<file path="src/dmkt_pkg.sv">
// ----------------------------------------------------------------------------
// dmkt_pkg
// Shared widths, codes and word types of the direct-mapped key table.
// ----------------------------------------------------------------------------
package dmkt_pkg;

  localparam int unsigned TABLE_ENTRIES_DEF = 4096;
  localparam int unsigned KEY_W             = 64;
  localparam int unsigned PAYLOAD_W         = 64;
  localparam int unsigned CNT_W             = 32;

  // residue unit: key bits folded in per cycle, and steps per key
  localparam int unsigned REDUCE_BITS  = 8;
  localparam int unsigned REDUCE_STEPS = KEY_W / REDUCE_BITS;
  localparam int unsigned REDUCE_CNT_W = $clog2(REDUCE_STEPS);

  localparam logic MODE_LOOKUP = 1'b0;
  localparam logic MODE_INSERT = 1'b1;

  localparam logic [CNT_W-1:0] CNT_MAX = '1;

  typedef struct packed {
    logic                 mode;
    logic [KEY_W-1:0]     key;
    logic [PAYLOAD_W-1:0] payload;
  } req_word_t;

  typedef struct packed {
    logic                 hit;
    logic [PAYLOAD_W-1:0] payload_out;
    logic                 replaced;
    logic [CNT_W-1:0]     hit_count;
    logic [CNT_W-1:0]     miss_count;
    logic [CNT_W-1:0]     collision_count;
  } rsp_word_t;

  typedef struct packed {
    logic                 valid;
    logic [KEY_W-1:0]     key;
    logic [PAYLOAD_W-1:0] payload;
  } slot_t;

endpackage

</file>
<file path="src/dmkt_index.sv">
// ----------------------------------------------------------------------------
// dmkt_index
// Slot index from a 64-bit key: key modulo the table size. A power-of-two
// size takes the low bits; any other size runs a shift-and-subtract residue
// over the key, most significant bits first.
// ----------------------------------------------------------------------------
module dmkt_index #(
  parameter int unsigned TABLE_ENTRIES = dmkt_pkg::TABLE_ENTRIES_DEF,
  parameter int unsigned IDX_W         = $clog2(TABLE_ENTRIES)
) (
  input  logic                       clk,
  input  logic                       rst,
  input  logic                       start,
  input  logic [dmkt_pkg::KEY_W-1:0] key,
  output logic [IDX_W-1:0]           idx,
  output logic                       idx_valid
);
  import dmkt_pkg::*;

  localparam bit IS_POW2 = (TABLE_ENTRIES & (TABLE_ENTRIES - 1)) == 0;

  generate
    if (IS_POW2) begin : g_mask
      always_ff @(posedge clk) begin
        if (start) begin
          idx <= key[IDX_W-1:0];
        end
      end

      always_ff @(posedge clk) begin
        if (rst) begin
          idx_valid <= 1'b0;
        end else begin
          idx_valid <= start;
        end
      end
    end else begin : g_residue
      localparam logic [IDX_W:0] ENT = TABLE_ENTRIES[IDX_W:0];

      logic [KEY_W-1:0]        kreg;
      logic [IDX_W-1:0]        rem;
      logic [IDX_W-1:0]        rem_next;
      logic [REDUCE_CNT_W-1:0] cnt;
      logic                    busy;
      logic                    done;

      // remainder stays below the size, so each doubled step needs one subtract
      always_comb begin
        logic [IDX_W:0]   t;
        logic [IDX_W-1:0] r;
        r = rem;
        for (int i = 0; i < REDUCE_BITS; i++) begin
          t = {r, kreg[KEY_W-1-i]};
          if (t >= ENT) begin
            t = t - ENT;
          end
          r = t[IDX_W-1:0];
        end
        rem_next = r;
      end

      always_ff @(posedge clk) begin
        if (start) begin
          kreg <= key;
          rem  <= '0;
        end else if (busy) begin
          kreg <= kreg << REDUCE_BITS;
          rem  <= rem_next;
        end
      end

      always_ff @(posedge clk) begin
        if (rst) begin
          busy <= 1'b0;
          done <= 1'b0;
          cnt  <= '0;
        end else if (start) begin
          busy <= 1'b1;
          done <= 1'b0;
          cnt  <= '0;
        end else if (busy) begin
          cnt <= cnt + 1'b1;
          if (cnt == REDUCE_CNT_W'(REDUCE_STEPS - 1)) begin
            busy <= 1'b0;
            done <= 1'b1;
          end
        end else begin
          done <= 1'b0;
        end
      end

      assign idx       = rem;
      assign idx_valid = done;
    end
  endgenerate

endmodule

</file>
<file path="config.mk">
export PLATFORM = sky130hd
export DESIGN_NAME = dmkt_index
export DESIGN_NICKNAME = d
export VERILOG_FILES = /design/src/dmkt_pkg.sv /design/src/dmkt_index.sv
export SDC_FILE = /design/constraint.sdc
export NUM_CORES = 1
export LEC_CHECK = 0
export BUFFER_PORTS_ARGS = -buffer_cell sky130_fd_sc_hd__buf_2
export CAP_MARGIN = 15
export CORE_MARGIN = 2
export CORE_UTILIZATION = 23
export CTS_CLUSTER_SIZE = 12
export DETAILED_ROUTE_END_ITERATION = 10
export PLACE_DENSITY = 0.83
export SYNTH_ARGS = -nofsm -noshare
export SYNTH_HDL_FRONTEND = slang
export SYNTH_SLANG_ARGS = --single-unit
</file>
<file path="constraint.sdc">
create_clock -name clk -period 0.8 [get_ports clk]
set_clock_uncertainty 0.15 [all_clocks]
set_input_delay 0 -clock clk [delete_from_list [all_inputs] [get_ports clk]]
set_output_delay 0 -clock clk [all_outputs]
set_load 0.05 [all_outputs]
</file>
* After elaboration in Yosys (flattened, before gate mapping) *
Cells that the tools add are included.

cells by class
  add/subtract/negate cells = 0
  multipliers = 0
  div/mod/pow operators = 0
  magnitude comparators = 0
  equal/unequal tests = 0
  shift-type cells = 0
  mux-type cells = 0
  bitwise gates (word level) = 0
  reduce and logical (&&, ||, !) cells = 0

word-level totals
  register bits after elaboration = 13
  bits in latches = 0
  memory bits (writable) = 0
  ROM bits = 0
  bits of input ports = 67
  output and inout bits = 13
  word-level logic and storage cells = 2
  memories kept = 0

* Logic depth before layout (Yosys ltp) *
Gate-level depths: netlist of run 1.

  depth after elaboration = 0
  depth in mapped cells = 1
  gate-level depth less buffers = 1

* Worst setup path after synthesis of run 1 *
OpenSTA, ideal clock, no wires.

  kind = register -> output
  start point = register idx[0]
  end point = output idx[0]
  arrival time = 0.601 ns
  required time = 0.650 ns
  slack = 0.049 ns
  cell stages (with the launch flop) = 1
  path buffers = 0
  path through = edfxtp_1

RTL lines
  element                   line              source
  start: declaration        dmkt_index.sv:15  output logic [IDX_W-1:0] idx,
  start signal: assignment  dmkt_index.sv:26  idx <= key[IDX_W-1:0];

No word-level cell between the ends.

* Worst setup path after layout of run 1 *
  start point = register idx[7]
  end point = output idx[7]

No word-level cell between the ends.

==> flow_metrics.py, run 1 <==
metrics = {
    "timing": {
        "rsz0062_at_grt": "true",
        "timing.fmax_ghz": 1.02,
        "max_slew_margin_pct": 81.7,
        "timing.final.ws_setup_ns": -0.184,
        "finalSetupViolations": 13,
        "post-route-period-util_pct": 123,
        "whs_ns": -0.0380,
        "hold_viol": 13,
        "fin_crit_ns": 0.984,
        "tns_ns": -2.09,
        "worstMarginPinSlew_ns": 0.275,
        "slew_viol_final": 0,
    },
    "floorplanning": {
        "die_h_um": 45.4,
        "die_x_um": 45.4,
        "core_um2": 1560,
        "rows": 14,
        "ios": 80,
        "die_area_um2": 2060,
        "start_util_pct": 25.3,
    },
    "synthesis": {
        "yosys.area.top_type": "edfxtp_1",
        "ys_top_cells_by_area": "edfxtp_1 (91%), dfxtp_1 (5.1%), nor2b_4 (3.5%)",
        "synth_top_area_share_pct": 91.4,
        "syn_avg_cell_area_um2": 28.2,
        "synth_seq_cells": 13,
        "syn_inst": 14,
        "synth_nets": 81,
        "yosysWarnings": 0,
        "yosysSeqAreaShare_pct": 96.5,
        "synth_area_um2": 394,
        "synth_cell_type_count": 3,
    },
    "power_and_ir_drop": {
        "p_seq_share_pct": 51.8,
        "clockPowerShare_pct": 23.7,
        "internal_power_mw": 1.16,
        "vdd_drop_max_mv": 1.06,
        "p_leak_nw": 0.338,
        "swShare_pct": 27.3,
        "power_mw": 1.59,
        "comb_power_share_pct": 24.5,
        "switchingPower_uw": 436,
        "power.density_nw_per_um2": 2010,
    },
    "clock_network": {
        "cts_max_level": 1,
        "path_clk_slew_ns": 0.07,
        "cts-root-buf": "clkbuf_4",
        "cts-buffers-inserted": 3,
        "post_cts_buffers": 0,
        "ctsHoldBuffers": 13,
        "cts_tree": "built",
        "cts.path.max_buffers": 2,
        "cts.sinks": 13,
    },
    "setup_path": {
        "slowest_delay_ns": 0.40,
        "critPathBufInv": 1,
        "cp_top_family": "flip-flops",
        "crit_chain": "buf_6",
        "worstSetupPathType": "register to primary output",
        "critPathCapture": "idx[7]",
        "slowest_stage": "edfxtp_1",
        "startpoint_type": "register",
        "critPathLaunch": "idx[7]",
        "crit_fanout": 1,
        "required_ns": 0.65,
        "critPathCaptureType": "primary output",
        "worstPathArrival_ns": 0.83,
        "crit_cells": 1,
    },
    "grt": {
        "grt_use_total_pct": 10.6,
        "grt.overflow.total": 0,
        "grt_max_degree": 14,
        "antenna_found_initial": 0,
        "grt_pass1_vias": 326,
        "grt_pass1_wl_um": 1360,
    },
    "routing": {
        "firstDrtPassIters": 1,
        "vias_per_cell": 4.18,
        "drt-wirelength-per-cell_um": 11.2,
        "vias": 309,
        "wl_um": 829,
        "drc_errors": 0,
        "drtIter0Drc": 0,
        "antenna_left": 0,
    },
    "layout": {
        "final_common_cell": "buf_2",
        "post-route-util_pct": 50.8,
        "most-common-layout-cells": "buf_2 (14), dlygate4sd3_1 (13), edfxtp_1 (12), buf_6 (12), clkbuf_4 (3)",
        "fin_cells": 74,
        "final_area_um2": 792,
        "fin_nets": 126,
        "area_growth_pct": 101,
        "final_layout_size_suffix_gt1_share_pct": 55.2,
        "antenna_cells": 0,
        "fillerInstances": 130,
    },
    "min_path": {
        "whs_path_depth": 2,
        "hold_path.class": "input pin to register",
    },
    "status": {
        "violations": "hold timing, setup timing",
        "status": "finished with violations",
    },
    "placed_design": {
        "post-place-ws_ns": 0.0485,
        "portBuffers": 27,
        "dp.cells": 57,
        "place.gp.congestion": 0.666,
        "place_area_um2": 549,
    },
    "run": {
        "cap_violations": 0,
    },
}
==> synth_stat cells <==
| cell type | number |
|---|---|
| edfxtp_1 | 12 |
| dfxtp_1 | 1 |
| nor2b_4 | 1 |
==> state kept, by name, indices dropped and copies added (netlist names) <==
name,count
idx_valid,1
idx,12
==> power by group through the flow <==
stage               clock (mW)  sequential, mW  combinational [mW]
floorplan                    0            1.01             0.00442
global placement             0           0.823               0.280
detailed placement           0           0.826               0.281
CTS                      0.396           0.825               0.389
global route             0.443           0.830               0.409
finish                   0.377           0.826               0.391
==> kinds of logic (layout without fill, tap and decap cells) <==
group / Yosys count / count (layout) / share of synthesized area (%)
simple gates: 1 / 1 / 3.49
buf+inv: 0 / 44 / 0
flops: 13 / 13 / 96.5
==> worst min-delay path by stage <==
stage / startpoint / to / slack (ns)
global route: start / idx_valid / -0.04
global placement: key[6] / idx[6] / 0.03
detailed placement: key[1] / idx[1] / 0.03
floorplan: rst / idx_valid / -0.09
CTS: start / idx_valid / -0.04
finish: start / idx_valid / -0.04
==> final cells by class <==
cell class / count / area, µm² / share of cell area (%)
Timing Repair Buffer: 40 / 350 / 44.2
Multi-Input combinational cell: 1 / 13.8 / 1.74
Clock buffer: 4 / 26.3 / 3.32
Tap cell: 16 / 20.0 / 2.53
Sequential cell: 13 / 382 / 48.2
==> layer usage <==
| metal | vias to the layer above | GRT usage [%] | routed length (µm) |
|---|---|---|---|
| met2 | 25 | 20.0 | 453 |
| met4 | 0 | 7.06 | 9 |
| li1 | 142 | - | - |
| met5 | - | 0 | 0 |
| met3 | 2 | 6.75 | 83 |
| met1 | 140 | 7.14 | 282 |
==> timing repair <==
action,CTS,global route
gates resized for setup,27,1
endpoints found under the setup margin,13,13
endpoints found under the hold margin,25,13
(Power assumes the default switching activity.)
==> run 2: changes to the inputs <==
- ABC_AREA: default -> 1
==> run 2 against run 1 <==
  * The flow still finishes with violations (hold timing, setup timing)
  * Total power about the same
  * First-iteration DRC count grew 1
  * Sequential share of layout area is 0.23 points higher
  * Synthesized cell count increased by 7.1%
  * Critical path depth stayed put
  * Global-route usage is 0.12 points higher
  * Non-clock buffer count did not move
  * Cell count is 1.4% higher
  * Routed wire length rose by 11%
  * Clock power barely moved
  * Maximum frequency is 1.6% lower
  * Hold slack lost 0.012 ns
  * Critical endpoint is now idx[9]
==> flow_metrics.py, run 2 <==
metrics = {
    "grt": {
        "grt.overflow.total": 0,
        "grt_pass1_vias": 305,
        "grt_pass1_wl_um": 1440,
        "grt_use_total_pct": 10.7,
        "antenna_found_initial": 0,
        "grt_max_degree": 14,
    },
    "timing": {
        "slew_viol_final": 0,
        "worstMarginPinSlew_ns": 0.275,
        "timing.fmax_ghz": 1.00,
        "whs_ns": -0.0501,
        "rsz0062_at_grt": "true",
        "timing.final.ws_setup_ns": -0.200,
        "max_slew_margin_pct": 81.6,
        "fin_crit_ns": 1.00,
        "post-route-period-util_pct": 125,
        "hold_viol": 13,
        "finalSetupViolations": 13,
    },
    "power_and_ir_drop": {
        "p_leak_nw": 0.338,
        "switchingPower_uw": 438,
        "power.density_nw_per_um2": 2020,
        "swShare_pct": 27.5,
        "clockPowerShare_pct": 23.5,
        "comb_power_share_pct": 24.5,
        "p_seq_share_pct": 52.0,
        "power_mw": 1.59,
        "vdd_drop_max_mv": 0.855,
        "internal_power_mw": 1.16,
    },
    "layout": {
        "fin_nets": 127,
        "most-common-layout-cells": "buf_2 (14), dlygate4sd3_1 (13), edfxtp_1 (12), buf_6 (12), clkbuf_4 (3)",
        "area_growth_pct": 102,
        "top_register": "idx",
        "reg.largest.list": "idx: 12 flops, idx_valid: 1 flops",
        "largest_reg_flops": 12,
        "post-route-util_pct": 51.1,
        "multi_input_area_um2": 6.26,
        "antenna_cells": 0,
        "fin_cells": 75,
        "fillerInstances": 132,
        "final_common_cell": "buf_2",
        "final_layout_size_suffix_gt1_share_pct": 54.2,
        "seq_area_um2": 382,
        "final_area_um2": 788,
    },
    "min_path": {
        "hold_path.class": "input pin to register",
    },
    "setup_path": {
        "worstSetupPathType": "register to primary output",
        "slowest_delay_ns": 0.41,
        "startpoint_type": "register",
        "worstPathArrival_ns": 0.85,
        "slowest_stage": "edfxtp_1",
        "required_ns": 0.65,
        "cp_top_family": "flip-flops",
        "crit_chain": "buf_6",
        "critPathBufInv": 1,
        "critPathCaptureType": "primary output",
        "crit_fanout": 1,
    },
    "synthesis": {
        "yosysSeqAreaShare_pct": 97.4,
        "synth_cell_type_count": 4,
        "synth_nets": 82,
        "yosys.area.top_type": "edfxtp_1",
        "syn_avg_cell_area_um2": 26.0,
        "syn_inst": 15,
        "synth_area_um2": 390,
        "ys_top_cells_by_count": "edfxtp_1 (12), dfxtp_1 (1), inv_1 (1), nor2_2 (1)",
        "synth_top_area_share_pct": 92.3,
        "synth.most_common_cell": "edfxtp_1",
        "ys_top_cells_by_area": "edfxtp_1 (92%), dfxtp_1 (5.1%), nor2_2 (1.6%)",
        "async_reset_ff_share_pct": 0,
        "synth_ff_type": "edfxtp_1",
        "yosysWarnings": 0,
        "synth_seq_cells": 13,
        "synth_edf_count": 12,
    },
    "clock_network": {
        "cts.sinks": 13,
        "cts.path.max_buffers": 2,
        "cts_tree": "built",
        "ctsHoldBuffers": 13,
        "path_clk_slew_ns": 0.07,
        "post_cts_buffers": 0,
        "cts-buffers-inserted": 3,
        "cts_max_level": 1,
        "cts-root-buf": "clkbuf_4",
    },
    "floorplanning": {
        "core_um2": 1540,
        "rows": 14,
        "die_h_um": 45.2,
        "start_util_pct": 25.3,
        "ios": 80,
        "die_x_um": 45.2,
        "die_area_um2": 2040,
    },
    "routing": {
        "vias_per_cell": 3.92,
        "antenna_left": 0,
        "drc_errors": 0,
        "drtIter0Drc": 1,
        "firstDrtPassIters": 2,
        "wl_um": 922,
        "vias": 294,
        "drt-wirelength-per-cell_um": 12.3,
    },
    "status": {
        "status": "finished with violations",
        "violations": "hold timing, setup timing",
    },
    "placed_design": {
        "place_area_um2": 546,
        "place.gp.congestion": 0.727,
        "dp.cells": 58,
        "portBuffers": 27,
    },
    "run": {
        "cap_violations": 0,
    },
}
## run 2: cell types whose count changed in the layout (fill, tap and decap cells not counted), sizes merged
cell | before | now
nor2b | 1 | 0
nor2 | 0 | 1
inv | 0 | 1
## run 2: power by group through the flow
stage	logic [mW]	clock network [mW]	registers, mW
floorplan	0.00283	0	1.01
global placement	0.280	0	0.829
detailed placement	0.283	0	0.832
CTS	0.391	0.389	0.831
global route	0.408	0.421	0.834
finish	0.390	0.375	0.829
## run 2: final cells by class
cell class / instances / area share (%)
clock buffers: 4 / 3.33
flip-flops and latches: 13 / 48.4
inverters: 1 / 0.476
well taps: 16 / 2.54
multi-input cells: 1 / 0.794
repair buffers: 40 / 44.4
## run 2: layer usage
layer / global-route usage (%) / vias up / share of wire (%)
met5: 0 / - / 0
met1: 14.2 / 122 / 46
met4: 7.06 / 0 / 0
met2: 15.4 / 28 / 42
met3: 2.80 / 0 / 11
li1: - / 144 / -
## run 2: per-stage QoR
stage               TNS, ns  worst slack (ns)
floorplan                 0            0.0494
global placement          0            0.0643
detailed placement        0            0.0529
CTS                   -2.38            -0.216
global route          -2.68            -0.230
finish                -2.17            -0.200
## run 2: final timing paths
check | slack [ns] | start | depth (start not counted) | to
max | -0.20 | idx[9] | 1 | idx[9]
min | -0.05 | start | 3 | idx_valid
## run 2: logic make-up (layout without fill, tap and decap cells)
| logic type | count (synthesis) | after routing | share of synthesized area [%] |
|---|---|---|---|
| DFF | 13 | 13 | 97.4 |
| and+or+nand+nor | 1 | 1 | 1.60 |
| buffers and inverters | 1 | 45 | 0.961 |
## run 2: repair_timing
action                                 4_1_cts  5_1_grt
resized for setup                           28        0
endpoints found under the hold margin       25       13
cloned                                       0        0
setup endpoints to repair                   13       13
==> run 3: changes to the inputs <==
--- a/constraint.sdc
+++ b/constraint.sdc
@@ -3,3 +3,3 @@
 set_input_delay 0 -clock clk [delete_from_list [all_inputs] [get_ports clk]]
 set_output_delay 0 -clock clk [all_outputs]
-set_load 0.05 [all_outputs]
+set_load 0.01 [all_outputs]
==> run 3 against run 2 <==
  * The flow still finishes with violations (hold timing, setup timing)
  * Clock-buffer cell count is the same
  * Die area is the same
  * Via count grew 1.4%
  * Non-clock buffer count is the same
  * Hold slack is essentially flat
  * First-iteration DRC count is the same
  * Sequential power shrank 2%
  * Cell count is the same
  * Routed wire length grew 1.8%
  * Global-route usage grew 0.084 points
  * Critical path type unchanged
  * Largest cell class unchanged
  * Highest routed layer unchanged
==> flow_metrics.py, run 3 (synthesized netlist as in run 2, its figures left out) <==
metrics = {
    "clock_network": {
        "cts-root-buf": "clkbuf_4",
        "cts-buffers-inserted": 3,
        "cts.path.max_buffers": 2,
        "ctsHoldBuffers": 13,
        "cts_max_level": 1,
        "cts.sinks": 13,
        "path_clk_slew_ns": 0.07,
        "post_cts_buffers": 0,
        "cts_tree": "built",
    },
    "power_and_ir_drop": {
        "vdd_drop_max_mv": 0.795,
        "power.density_nw_per_um2": 1930,
        "p_leak_nw": 0.311,
    },
    "routing": {
        "antenna_left": 0,
        "vias_per_cell": 3.97,
        "drc_errors": 0,
        "drt-wirelength-per-cell_um": 12.5,
        "drtIter0Drc": 1,
        "firstDrtPassIters": 2,
        "wl_um": 939,
        "vias": 298,
    },
    "grt": {
        "grt_pass1_vias": 308,
        "grt_max_degree": 14,
        "grtUsageMet2_pct": 14.9,
        "grt_use_total_pct": 10.8,
        "antenna_found_initial": 0,
        "use_met1_pct": 14.2,
        "gr-usage-met3_pct": 4.00,
        "grt.overflow.total": 0,
        "grt_pass1_wl_um": 1460,
        "grt_busiest_layer": "met2",
    },
    "timing": {
        "post-route-period-util_pct": 119,
        "rsz0062_at_grt": "true",
        "finalSetupViolations": 13,
        "hold_viol": 13,
        "slew_viol_final": 0,
        "max_slew_margin_pct": 81.7,
        "tns_ns": -1.61,
        "timing.fmax_ghz": 1.05,
        "worstMarginPinSlew_ns": 0.275,
        "fin_crit_ns": 0.953,
        "whs_ns": -0.0504,
        "timing.final.ws_setup_ns": -0.153,
    },
    "placed_design": {
        "portBuffers": 27,
        "place.gp.congestion": 0.727,
        "place_area_um2": 546,
    },
    "floorplanning": {
        "start_util_pct": 25.3,
        "rows": 14,
        "die_x_um": 45.2,
        "die_h_um": 45.2,
        "die_area_um2": 2040,
        "ios": 80,
        "core_um2": 1540,
    },
    "layout": {
        "antenna_cells": 0,
        "final_area_um2": 709,
        "top_register": "idx",
        "final_layout_size_suffix_gt1_share_pct": 54.2,
        "final_common_cell": "buf_2",
        "reg.largest.list": "idx: 12 flops, idx_valid: 1 flops",
        "most-common-layout-cells": "buf_2 (26), dlygate4sd3_1 (13), edfxtp_1 (12)",
        "largest_reg_flops": 12,
        "area_growth_pct": 81.7,
        "fillerInstances": 139,
        "seq_area_um2": 382,
        "multi_input_area_um2": 6.26,
        "fin_nets": 127,
    },
    "setup_path": {
        "crit_chain": "buf_2",
        "slowest_stage": "edfxtp_1",
        "critPathCaptureType": "primary output",
        "startpoint_type": "register",
        "critPathBufInv": 1,
        "required_ns": 0.65,
        "worstSetupPathType": "register to primary output",
        "cp_top_family": "flip-flops",
        "slowest_delay_ns": 0.39,
        "crit_fanout": 1,
        "worstPathArrival_ns": 0.80,
    },
    "status": {
        "violations": "hold timing, setup timing",
        "status": "finished with violations",
    },
    "min_path": {
        "hold_path.class": "input pin to register",
    },
    "run": {
        "cap_violations": 0,
    },
}
-- run 3: per-stage QoR --
stage	power, mW	hold slack [ns]	std cells	util (%)	setup slack (ns)
after CTS	1.38	-0.0483	75	45.5	-0.173
after global routing	1.44	-0.0464	75	46.0	-0.196
after detailed placement	0.960	0.0212	58	35.4	0.0535
after floorplan	0.860	-0.0831	15	-	0.256
final	1.37	-0.0504	75	46.0	-0.153
after global placement	0.955	0.0203	58	35.4	0.0851
-- run 3: worst paths after layout --
| check | endpoint | cells after the start | slack [ns] | startpoint |
|---|---|---|---|---|
| hold / removal | idx_valid | 3 | -0.05 | start |
| setup / recovery | idx[9] | 1 | -0.15 | idx[9] |
-- run 3: cell type report --
class / instances / share of cell area [%]
clock buffers: 4 / 3.70
inverters: 1 / 0.529
multi-input cells: 1 / 0.882
flip-flops and latches: 13 / 53.8
well taps: 16 / 2.82
repair buffers: 40 / 38.3
-- run 3: report_power, final --
part | internal, mW | total (mW) | switching [mW]
combinational | 0.102 | 0.178 | 0.0758
sequential | 0.800 | 0.815 | 0.0157
clock | 0.193 | 0.375 | 0.182
total | 1.09 | 1.37 | 0.273
-- run 3: per-layer routing --
layer | vias up | share of wire (%)
li1 | 144 | -
met1 | 126 | 46
met2 | 28 | 41
met3 | 0 | 14
met4 | 0 | 0
met5 | - | 0
-- run 3: timing repair --
item	4_1_cts	5_1_grt
endpoints found under the setup margin	13	13
gates resized for setup	0	2
hold endpoints to repair	25	13
